===== config.mk =====
export PLATFORM = sky130hd
export DESIGN_NAME = total_trace_filter
export DESIGN_NICKNAME = d
export VERILOG_FILES = /design/src/hw/rtl/ttf_pkg.sv /design/src/hw/rtl/ttf_ctrl.sv /design/src/hw/rtl/ttf_datapath.sv /design/src/hw/rtl/total_trace_filter.sv
export SDC_FILE = /design/constraint.sdc
export NUM_CORES = 2
export LEC_CHECK = 0
export ABC_AREA = 1
export BUFFER_PORTS_ARGS = -buffer_cell sky130_fd_sc_hd__buf_2
export CAP_MARGIN = 20
export CORE_AREA = 5 5 426 428
export DETAILED_ROUTE_END_ITERATION = 6
export DIE_AREA = 0 0 431 433
export HOLD_SLACK_MARGIN = 0.03
export SLEW_MARGIN = 40
export SYNTH_ARGS = -nofsm -noshare
export SYNTH_HDL_FRONTEND = slang
export SYNTH_SLANG_ARGS = --single-unit
export TNS_END_PERCENT = 20

===== constraint.sdc =====
create_clock -name aclk -period 6.24 [get_ports aclk]
set_input_delay 0.312 -clock aclk [delete_from_list [all_inputs] [get_ports aclk]]
set_output_delay 0.312 -clock aclk [all_outputs]
set_load 0.1 [all_outputs]

===== src/hw/rtl/ttf_pkg.sv =====
// ----------------------------------------------------------------------------
// ttf_pkg
// Shared types and constants for the total trace filter: field widths,
// register codes, controller states and the controller/datapath interface.
// ----------------------------------------------------------------------------
package ttf_pkg;

    localparam int TAU_W       = 16;
    localparam int RATIO_W     = 16;
    localparam int INTERVAL_W  = 16;
    localparam int CFG_DATA_W  = 16;
    localparam int CFG_INDEX_W = 1;
    localparam int RATIO_FRAC  = 12;
    localparam int T2_W        = TAU_W + 1;
    localparam int SUM_W       = T2_W + 1;
    localparam int PROD_W      = T2_W + RATIO_W;
    localparam int COEF_W      = PROD_W + 2;
    localparam int DEN_W       = SUM_W + RATIO_FRAC;
    localparam int DIGIT_W     = 16;
    localparam int HEAD_W      = COEF_W + 1;

    localparam logic [TAU_W-1:0]   TAU_RESET   = 16'd1280;
    localparam logic [RATIO_W-1:0] RATIO_RESET = 16'd4096;

    typedef enum logic [CFG_INDEX_W-1:0] {
        CFG_TAU   = 1'b0,
        CFG_RATIO = 1'b1
    } cfg_reg_t;

    typedef enum logic [1:0] {
        TERM_RED,
        TERM_BLUE,
        TERM_BPREV,
        TERM_DECAY
    } term_t;

    typedef enum logic [3:0] {
        ST_IDLE,
        ST_COEF,
        ST_MUL,
        ST_DRAIN,
        ST_ABS,
        ST_CHECK,
        ST_DIV,
        ST_ROUND,
        ST_OUT
    } ctrl_state_t;

    typedef struct packed {
        logic load;
        logic coef;
        logic mul;
        logic absval;
        logic check;
        logic divide;
        logic round;
        logic commit;
    } dp_cmd_t;

    typedef struct packed {
        logic mul_last;
        logic div_last;
        logic sat;
        logic out_busy;
    } dp_status_t;

endpackage


===== src/hw/rtl/ttf_ctrl.sv =====
// ----------------------------------------------------------------------------
// ttf_ctrl
// Sequencer for the total trace filter: steps one request through the
// coefficient, multiply-accumulate, divide, round and output phases.
// ----------------------------------------------------------------------------
module ttf_ctrl (
    input  logic                aclk,
    input  logic                aresetn,
    input  logic                s_valid,
    output logic                s_ready,
    output ttf_pkg::dp_cmd_t    cmd,
    input  ttf_pkg::dp_status_t status
);
    import ttf_pkg::*;

    ctrl_state_t state_reg;
    ctrl_state_t state_next;

    always_ff @(posedge aclk) begin
        if (!aresetn) begin
            state_reg <= ST_IDLE;
        end else begin
            state_reg <= state_next;
        end
    end

    always_comb begin
        state_next = state_reg;
        case (state_reg)
            ST_IDLE: begin
                if (s_valid) begin
                    state_next = ST_COEF;
                end
            end
            ST_COEF: begin
                state_next = ST_MUL;
            end
            ST_MUL: begin
                if (status.mul_last) begin
                    state_next = ST_DRAIN;
                end
            end
            ST_DRAIN: begin
                state_next = ST_ABS;
            end
            ST_ABS: begin
                state_next = ST_CHECK;
            end
            ST_CHECK: begin
                state_next = status.sat ? ST_ROUND : ST_DIV;
            end
            ST_DIV: begin
                if (status.div_last) begin
                    state_next = ST_ROUND;
                end
            end
            ST_ROUND: begin
                state_next = ST_OUT;
            end
            ST_OUT: begin
                if (!status.out_busy) begin
                    state_next = ST_IDLE;
                end
            end
            default: begin
                state_next = ST_IDLE;
            end
        endcase
    end

    always_comb begin
        cmd     = '0;
        s_ready = 1'b0;
        case (state_reg)
            ST_IDLE: begin
                s_ready  = 1'b1;
                cmd.load = s_valid;
            end
            ST_COEF: begin
                cmd.coef = 1'b1;
            end
            ST_MUL: begin
                cmd.mul = 1'b1;
            end
            ST_ABS: begin
                cmd.absval = 1'b1;
            end
            ST_CHECK: begin
                cmd.check = 1'b1;
            end
            ST_DIV: begin
                cmd.divide = 1'b1;
            end
            ST_ROUND: begin
                cmd.round = 1'b1;
            end
            ST_OUT: begin
                cmd.commit = !status.out_busy;
            end
            default: begin
                cmd = '0;
            end
        endcase
    end

endmodule


===== src/hw/rtl/ttf_datapath.sv =====
// ----------------------------------------------------------------------------
// ttf_datapath
// Datapath of the total trace filter: configuration registers, trace history,
// coefficient build, digit-serial multiply-accumulate of the numerator,
// bit-serial restoring divider, rounding, saturation and output register.
// ----------------------------------------------------------------------------
module ttf_datapath #(
    parameter int SAMPLE_WIDTH = 32
) (
    input  logic                                aclk,
    input  logic                                aresetn,
    input  logic                                cfg_wr_en,
    input  logic [ttf_pkg::CFG_INDEX_W-1:0]     cfg_wr_index,
    input  logic [ttf_pkg::CFG_DATA_W-1:0]      cfg_wr_data,
    input  logic                                s_first_frame,
    input  logic [ttf_pkg::INTERVAL_W-1:0]      s_frame_interval,
    input  logic signed [SAMPLE_WIDTH-1:0]      s_red_sample,
    input  logic signed [SAMPLE_WIDTH-1:0]      s_blue_sample,
    input  logic                                m_ready,
    output logic                                m_valid,
    output logic signed [SAMPLE_WIDTH-1:0]      m_trace_value,
    input  ttf_pkg::dp_cmd_t                    cmd,
    output ttf_pkg::dp_status_t                 status
);
    import ttf_pkg::*;

    localparam int OP_W       = SAMPLE_WIDTH + 1;
    localparam int NUM_DIGITS = (OP_W + DIGIT_W - 1) / DIGIT_W;
    localparam int OPX_W      = NUM_DIGITS * DIGIT_W;
    localparam int DIG_IDX_W  = $clog2(NUM_DIGITS);
    localparam int ACC_W      = SAMPLE_WIDTH + HEAD_W;
    localparam int PP_W       = COEF_W + DIGIT_W + 1;
    localparam int DIV_CNT_W  = $clog2(SAMPLE_WIDTH);
    localparam int DSH_W      = INTERVAL_W + RATIO_FRAC;

    localparam logic [DIG_IDX_W-1:0]  DIG_LAST = DIG_IDX_W'(NUM_DIGITS - 1);
    localparam logic [DIV_CNT_W-1:0]  DIV_LAST = DIV_CNT_W'(SAMPLE_WIDTH - 1);
    localparam logic [SAMPLE_WIDTH:0] SAT_POS  = {2'b00, {(SAMPLE_WIDTH-1){1'b1}}};
    localparam logic [SAMPLE_WIDTH:0] SAT_NEG  = {2'b01, {(SAMPLE_WIDTH-1){1'b0}}};

    // configuration and history
    logic [TAU_W-1:0]               tau_reg;
    logic [RATIO_W-1:0]             ratio_reg;
    logic signed [SAMPLE_WIDTH-1:0] prev_red_reg;
    logic signed [SAMPLE_WIDTH-1:0] prev_blue_reg;
    logic signed [SAMPLE_WIDTH-1:0] prev_trace_reg;

    // per request operands and coefficients
    logic [INTERVAL_W-1:0]          d_reg;
    logic signed [OP_W-1:0]         op_red_reg;
    logic signed [OP_W-1:0]         op_blue_reg;
    logic signed [OP_W-1:0]         op_bprev_reg;
    logic signed [OP_W-1:0]         op_decay_reg;
    logic [COEF_W-1:0]              c_red_reg;
    logic [COEF_W-1:0]              c_blue_reg;
    logic [COEF_W-1:0]              c_bprev_reg;
    logic [COEF_W-1:0]              c_decay_reg;
    logic [DEN_W-1:0]               den_reg;

    // multiply-accumulate
    term_t                          term_reg;
    logic [DIG_IDX_W-1:0]           digit_reg;
    logic signed [PP_W-1:0]         pp_reg;
    logic                           pp_vld_reg;
    logic [DIG_IDX_W-1:0]           pp_shift_reg;
    logic [ACC_W-1:0]               acc_reg;

    // divide and round
    logic                           neg_reg;
    logic                           sat_reg;
    logic [DEN_W-1:0]               rem_reg;
    logic [SAMPLE_WIDTH-1:0]        mq_reg;
    logic [DIV_CNT_W-1:0]           div_cnt_reg;
    logic [SAMPLE_WIDTH-1:0]        mag_reg;

    // output register
    logic                           m_valid_reg;
    logic signed [SAMPLE_WIDTH-1:0] m_data_reg;

    logic signed [SAMPLE_WIDTH-1:0] red_prev;
    logic signed [SAMPLE_WIDTH-1:0] blue_prev;
    logic signed [SAMPLE_WIDTH-1:0] trace_prev;
    logic [TAU_W-1:0]               tau_eff;
    logic [T2_W-1:0]                t2;
    logic [PROD_W-1:0]              prod;
    logic [DSH_W-1:0]               d_sh;
    logic [COEF_W-1:0]              coef_sel;
    logic signed [OP_W-1:0]         op_sel;
    logic signed [OPX_W-1:0]        op_ext;
    logic [DIGIT_W-1:0]             digit_raw;
    logic signed [DIGIT_W:0]        digit_sel;
    logic signed [PP_W-1:0]         pp_next;
    logic signed [ACC_W-1:0]        pp_ext;
    logic [ACC_W-1:0]               acc_add;
    logic [ACC_W-1:0]               acc_abs;
    logic [HEAD_W-1:0]              head;
    logic [DEN_W:0]                 rem_shift;
    logic                           rem_ge;
    logic [DEN_W:0]                 rem_diff;
    logic [DEN_W-1:0]               rem_next;
    logic                           round_up;
    logic [SAMPLE_WIDTH:0]          qr;
    logic [SAMPLE_WIDTH:0]          limit;
    logic [SAMPLE_WIDTH-1:0]        mag_next;
    logic [SAMPLE_WIDTH-1:0]        y_next;
    term_t                          term_next;

    assign red_prev   = s_first_frame ? '0 : prev_red_reg;
    assign blue_prev  = s_first_frame ? '0 : prev_blue_reg;
    assign trace_prev = s_first_frame ? '0 : prev_trace_reg;

    // coefficients: tau code of zero counts as one
    assign tau_eff = (tau_reg == '0) ? TAU_W'(1) : tau_reg;
    assign t2      = {tau_eff, 1'b0};
    assign prod    = PROD_W'(t2) * PROD_W'(ratio_reg);
    assign d_sh    = {d_reg, {RATIO_FRAC{1'b0}}};

    always_comb begin
        case (term_reg)
            TERM_RED: begin
                coef_sel = c_red_reg;
                op_sel   = op_red_reg;
            end
            TERM_BLUE: begin
                coef_sel = c_blue_reg;
                op_sel   = op_blue_reg;
            end
            TERM_BPREV: begin
                coef_sel = c_bprev_reg;
                op_sel   = op_bprev_reg;
            end
            TERM_DECAY: begin
                coef_sel = c_decay_reg;
                op_sel   = op_decay_reg;
            end
            default: begin
                coef_sel = c_red_reg;
                op_sel   = op_red_reg;
            end
        endcase
    end

    always_comb begin
        case (term_reg)
            TERM_RED:   term_next = TERM_BLUE;
            TERM_BLUE:  term_next = TERM_BPREV;
            TERM_BPREV: term_next = TERM_DECAY;
            TERM_DECAY: term_next = TERM_DECAY;
            default:    term_next = TERM_RED;
        endcase
    end

    // top digit carries the sign, lower digits are unsigned
    assign op_ext    = OPX_W'(op_sel);
    assign digit_raw = op_ext[digit_reg*DIGIT_W +: DIGIT_W];
    assign digit_sel = (digit_reg == DIG_LAST) ? {digit_raw[DIGIT_W-1], digit_raw}
                                               : {1'b0, digit_raw};
    assign pp_next   = $signed(coef_sel) * digit_sel;

    assign pp_ext  = ACC_W'(pp_reg);
    assign acc_add = acc_reg + (pp_ext <<< (pp_shift_reg * DIGIT_W));
    assign acc_abs = acc_reg[ACC_W-1] ? (~acc_reg + ACC_W'(1)) : acc_reg;

    // quotient overflows sample width when the upper part reaches the divisor
    assign head = acc_reg[ACC_W-1:SAMPLE_WIDTH];

    assign rem_shift = {rem_reg, mq_reg[SAMPLE_WIDTH-1]};
    assign rem_ge    = rem_shift >= {1'b0, den_reg};
    assign rem_diff  = rem_shift - {1'b0, den_reg};
    assign rem_next  = rem_ge ? rem_diff[DEN_W-1:0] : rem_shift[DEN_W-1:0];

    // round half away from zero on the magnitude, then clamp
    assign round_up = {rem_reg, 1'b0} >= {1'b0, den_reg};
    assign qr       = {1'b0, mq_reg} + (SAMPLE_WIDTH+1)'(round_up);
    assign limit    = neg_reg ? SAT_NEG : SAT_POS;
    assign mag_next = (sat_reg || (qr > limit)) ? limit[SAMPLE_WIDTH-1:0]
                                                : qr[SAMPLE_WIDTH-1:0];
    assign y_next   = neg_reg ? (~mag_reg + SAMPLE_WIDTH'(1)) : mag_reg;

    always_ff @(posedge aclk) begin
        if (!aresetn) begin
            tau_reg        <= TAU_RESET;
            ratio_reg      <= RATIO_RESET;
            prev_red_reg   <= '0;
            prev_blue_reg  <= '0;
            prev_trace_reg <= '0;
            pp_vld_reg     <= 1'b0;
            m_valid_reg    <= 1'b0;
        end else begin
            if (cfg_wr_en) begin
                case (cfg_reg_t'(cfg_wr_index))
                    CFG_TAU:   tau_reg   <= cfg_wr_data;
                    CFG_RATIO: ratio_reg <= cfg_wr_data;
                    default:   tau_reg   <= tau_reg;
                endcase
            end
            if (cmd.load) begin
                prev_red_reg  <= s_red_sample;
                prev_blue_reg <= s_blue_sample;
            end
            if (cmd.commit) begin
                prev_trace_reg <= y_next;
            end
            pp_vld_reg  <= cmd.mul;
            m_valid_reg <= cmd.commit || (m_valid_reg && !m_ready);
        end
    end

    always_ff @(posedge aclk) begin
        if (cmd.load) begin
            d_reg        <= s_frame_interval;
            op_red_reg   <= OP_W'(s_red_sample) - OP_W'(red_prev);
            op_blue_reg  <= OP_W'(s_blue_sample);
            op_bprev_reg <= -OP_W'(blue_prev);
            op_decay_reg <= OP_W'(trace_prev);
            term_reg     <= TERM_RED;
            digit_reg    <= '0;
            acc_reg      <= '0;
        end
        if (cmd.coef) begin
            c_red_reg   <= COEF_W'(t2) << RATIO_FRAC;
            c_blue_reg  <= COEF_W'(prod) + COEF_W'(d_sh);
            c_bprev_reg <= COEF_W'(prod) - COEF_W'(d_sh);
            c_decay_reg <= (COEF_W'(t2) - COEF_W'(d_reg)) << RATIO_FRAC;
            den_reg     <= {SUM_W'(t2) + SUM_W'(d_reg), {RATIO_FRAC{1'b0}}};
        end
        if (cmd.mul) begin
            pp_reg       <= pp_next;
            pp_shift_reg <= digit_reg;
            if (digit_reg == DIG_LAST) begin
                digit_reg <= '0;
                term_reg  <= term_next;
            end else begin
                digit_reg <= digit_reg + DIG_IDX_W'(1);
            end
        end
        if (pp_vld_reg) begin
            acc_reg <= acc_add;
        end
        if (cmd.absval) begin
            neg_reg <= acc_reg[ACC_W-1];
            acc_reg <= acc_abs;
        end
        if (cmd.check) begin
            sat_reg     <= head >= HEAD_W'(den_reg);
            rem_reg     <= head[DEN_W-1:0];
            mq_reg      <= acc_reg[SAMPLE_WIDTH-1:0];
            div_cnt_reg <= '0;
        end
        if (cmd.divide) begin
            rem_reg     <= rem_next;
            mq_reg      <= {mq_reg[SAMPLE_WIDTH-2:0], rem_ge};
            div_cnt_reg <= div_cnt_reg + DIV_CNT_W'(1);
        end
        if (cmd.round) begin
            mag_reg <= mag_next;
        end
        if (cmd.commit) begin
            m_data_reg <= y_next;
        end
    end

    assign status.mul_last = (term_reg == TERM_DECAY) && (digit_reg == DIG_LAST);
    assign status.div_last = div_cnt_reg == DIV_LAST;
    assign status.sat      = head >= HEAD_W'(den_reg);
    assign status.out_busy = m_valid_reg && !m_ready;

    assign m_valid       = m_valid_reg;
    assign m_trace_value = m_data_reg;

endmodule


===== src/hw/rtl/total_trace_filter.sv =====
// ----------------------------------------------------------------------------
// total_trace_filter
// Per-frame total trace recursion with buffering correction, rounded to
// nearest and saturated to the sample width.
// ----------------------------------------------------------------------------
// One frame request at a time. A request passes through coefficient build,
// multiply-accumulate, drain, absolute value, saturation check, divide, round
// and output; the divide is skipped when the result saturates early. The
// numerator is built by the single 35x17 multiplier, one 16-bit digit of one
// term per cycle, and the restoring divider yields one quotient bit per cycle.
// The result sits in an output register, so a new request is taken while it
// waits. The user must write tau_frames and buffer_ratio through the cfg_wr
// port only while no request is in flight; the block itself does not enforce
// this.
module total_trace_filter #(
    parameter int SAMPLE_WIDTH = 32
) (
    input  logic                                aclk,
    input  logic                                aresetn,
    input  logic                                cfg_wr_en,
    input  logic [ttf_pkg::CFG_INDEX_W-1:0]     cfg_wr_index,
    input  logic [ttf_pkg::CFG_DATA_W-1:0]      cfg_wr_data,
    input  logic                                s_valid,
    output logic                                s_ready,
    input  logic                                s_first_frame,
    input  logic [ttf_pkg::INTERVAL_W-1:0]      s_frame_interval,
    input  logic signed [SAMPLE_WIDTH-1:0]      s_red_sample,
    input  logic signed [SAMPLE_WIDTH-1:0]      s_blue_sample,
    output logic                                m_valid,
    input  logic                                m_ready,
    output logic signed [SAMPLE_WIDTH-1:0]      m_trace_value
);
    import ttf_pkg::*;

    dp_cmd_t    cmd;
    dp_status_t status;

    ttf_ctrl u_ctrl (
        .aclk    (aclk),
        .aresetn (aresetn),
        .s_valid (s_valid),
        .s_ready (s_ready),
        .cmd     (cmd),
        .status  (status)
    );

    ttf_datapath #(
        .SAMPLE_WIDTH (SAMPLE_WIDTH)
    ) u_datapath (
        .aclk             (aclk),
        .aresetn          (aresetn),
        .cfg_wr_en        (cfg_wr_en),
        .cfg_wr_index     (cfg_wr_index),
        .cfg_wr_data      (cfg_wr_data),
        .s_first_frame    (s_first_frame),
        .s_frame_interval (s_frame_interval),
        .s_red_sample     (s_red_sample),
        .s_blue_sample    (s_blue_sample),
        .m_ready          (m_ready),
        .m_valid          (m_valid),
        .m_trace_value    (m_trace_value),
        .cmd              (cmd),
        .status           (status)
    );

endmodule


==> summary.md <==
| Metric | Value |
|---|---|
| Setup crit start kind | `flop` |
| Clk_lat worst skew | `0.71 ns` |
| Final ANT Viol Nets | `0` |
| Synth Net Count | `10202` |
| Final period util | `111%` |
| Final-report setup violation count | `78` |
| Seq/Total Area, Yosys | `25.5%` |
| CTS Root Cell | `clkbuf_16` |
| Dpl hpwl | `208000 um` |
| Run status | `complete, but fails checks` |
| Commonest non-fill, non-tap cell in the layout | `nand2_1` |
| Antenna violations before repair | `12` |
| Worst r2r dst | `u_datapath.pp_reg[44]` |
| Met2 usage | `45.9%` |
| Htree depth | `3` |
| Core Area | `177000 sq um` |
| Setup TNS | `-36.45 ns` |
| FF-to-FF path depth | `32` |
| Yosys top cell area share | `21.6%` |
| Achievable Freq | `144 MHz` |
| Placement Setup Slack | `-1.37 ns` |
| PortBufs | `136` |
| Post-synth top area cell | `edfxtp_1` |
| Clock skew | `0.0373 ns` |
| First-pass GRT wire length | `390000 um` |
| Max Cap Viol | `0` |
| Gr ovfl total | `0` |
| Final std cells w/o fill | `12238` |
| Placer congestion estimate | `1.02` |
| Synthesis warning total | `0` |
| Most common cell on crit path | `fa_1` |
| Total CTS buffers | `79` |
| DR vias | `64766` |
| Fraction of layout cells with a size suffix above 1 | `20.2%` |
| Critical-path top delay cell | `fa_2` |
| RSZ-0062 raised after global routing | `yes` |
| Commonest non-fill, non-tap cells in the layout | `1845 x nand2_1, 1449 x inv_1, 907 x nor2_1` |
| Worst setup EP type | `flop` |
| Die Y | `433 um` |
| DRT Wirelength | `262000 um` |
| CP arrival | `7.39 ns` |
| TritonCTS clock tree | `built` |
| Reg2reg start | `u_datapath.term_reg[0]` |
| Final min period | `6.95 ns` |
| Syn Inst Count | `8887` |
| Die width | `431 um` |
| Crit path max fanout | `8` |
| CTS sink cnt | `642` |
| P&R area growth vs syn | `25.7%` |
| Worst Setup Slack, final | `-0.712 ns` |
| All-Layer GR Usage | `27.3%` |
| Rel. slew slack | `38.3%` |
| DR pass1 iterations | `6` |
| Cell Area, Synth | `70200 sq um` |
| CP required | `6.67 ns` |
| Clock-pin slew on the worst setup and hold paths | `0.07 ns` |
| Failing checks | `negative setup slack` |
| Post-synth EDFFs | `506` |
| Max reg flops | `67` |
| Yosys cell types | `66` |
| Worst Tran Pin Value | `0.922 ns` |
| Max Root-Sink Buffers | `3` |
| # DRC | `0` |
| Synth top area cells | `edfxtp_1 22%, fa_1 21%, nand2_1 11%` |
| Number of max-slew violations in the final report | `0` |
| Initial core utilization | `39.6%` |
| Number of synthesized register bits | `642` |
| Final net count | `11126` |
| Hold endpoint | `u_datapath.tau_reg[8]` |
| Hold Path Class | `in2reg` |
| Min-Delay Path Depth | `5` |
| Average cell area after synthesis | `7.90 sq um` |
| Hold Startpoint | `cfg_wr_en` |
| Vias in the first global route | `65502` |
| Boundary Pins | `137` |
| Asr flop ratio synth | `0%` |
| Top FF cell, synth | `edfxtp_1` |
| Hold Fails Final Rpt | `0` |
| Most Crowded Layer GR | `met2` |
| Pin count of the biggest net entering global routing | `99` |
| Final core occ | `49.7%` |
| Met3 global-route usage | `3.99%` |
| Placed insts | `11832` |
| Post-detailed-route via-to-cell ratio | `5.29` |
| CP peak stage delay | `0.60 ns` |
| Drt initial violations | `5357` |
| R2R setup slack | `-0.71 ns` |
| Die area | `187000 sq um` |
| Row count | `155` |
| Worst Path Class, Setup | `reg2reg` |
| GR Layer Usage met1 | `34.9%` |
| WL per Instance | `21.4 um` |
-- kinds of logic after synthesis --
family | after synthesis | share of synthesized area (%)
and+or+nand+nor | 3651 | 21.4
buffers and inverters | 1892 | 10.4
AOI/OAI and AO/OA | 1216 | 9.65
adders and majority gates | 1212 | 29.7
DFF | 642 | 25.5
xor gates and xnor gates | 272 | 3.39
muxes | 2 | 0.0285
-- per-stage QoR --
stage | hold slack [ns] | instance area, sq um
global route | 0.140 | 88300
detailed placement | 0.447 | 78800
floorplan | 0.411 | 70200
CTS | 0.0607 | 85700
finish | 0.123 | 88300
global placement | 0.441 | 78800
-- area by class of cell --
| class | instances | area [sq um] |
|---|---|---|
| repair inverters | 1 | 7.51 |
| clock inverters | 53 | 584 |
| multi-input cells | 6353 | 48700 |
| clock buffers | 94 | 2030 |
| flip-flops and latches | 642 | 17900 |
| fillers | 16884 | 89200 |
| inverters | 1594 | 6070 |
| repair buffers | 1140 | 9990 |
| diodes | 6 | 15.0 |
| well taps | 2355 | 2950 |
-- routing by layer --
layer	vias up	wire (um)
met5	-	13
met4	2	14700
met3	561	17800
met2	2366	124000
met1	31812	105000
li1	30025	-
-- worst max-delay path: cells and delay by family (launching register included) --
| kind | cells | cell delay [ns] |
|---|---|---|
| adder cells (fa/ha/maj) | 7 | 3.26 |
| AO/OA/AOI/OAI | 4 | 0.77 |
| flip-flops | 1 | 0.35 |
| AND/OR/NAND/NOR | 10 | 0.91 |
| XOR/XNOR | 1 | 0.17 |
| buffers and inverters | 10 | 1.16 |
-- synth_stat cells (all sizes together), types with 3 or more instances --
master / instances
clkinv: 7
or2: 12
a22oi: 17
nand2: 2007
o32ai: 18
and3: 3
o211ai: 10
nand3: 328
clkbuf: 165
o31ai: 9
a31o: 4
o21bai: 35
a21oi: 515
nand3b: 23
nor4: 54
buf: 133
a211oi: 13
a21boi: 13
o21a: 30
o22ai: 11
a21o: 22
xnor2: 91
dfxtp: 136
fa: 754
o21ai: 467
inv: 1587
a221oi: 21
nand4: 99
nor3b: 3
a31oi: 24
edfxtp: 506
and2: 4
xor2: 181
nor3: 84
nor2: 1034
ha: 458
-- worst max path at each step --
stage                                 from                          to  slack, ns
global route        u_datapath.term_reg[1]       u_datapath.pp_reg[47]      -0.91
global placement     u_datapath.tau_reg[8]  u_datapath.c_bprev_reg[32]      -1.33
CTS                 u_datapath.term_reg[1]       u_datapath.pp_reg[44]      -0.75
floorplan              u_ctrl.state_reg[0]         u_datapath.d_reg[0]      -0.68
detailed placement   u_datapath.tau_reg[8]  u_datapath.c_bprev_reg[32]      -1.37
finish              u_datapath.term_reg[0]       u_datapath.pp_reg[44]      -0.71
-- repair_timing --
action | CTS | global route
hold endpoints to repair | 144 | 0
resized for setup | 536 | 515
endpoints found under the setup margin | 83 | 88
hold buffers | 98 | 0
setup buffers | 81 | 63
gates cloned | 11 | 7
pin swaps | 199 | 314
Power is not shown: default switching activity piles up to over one toggle a cycle in this logic, so the estimate is an artifact.
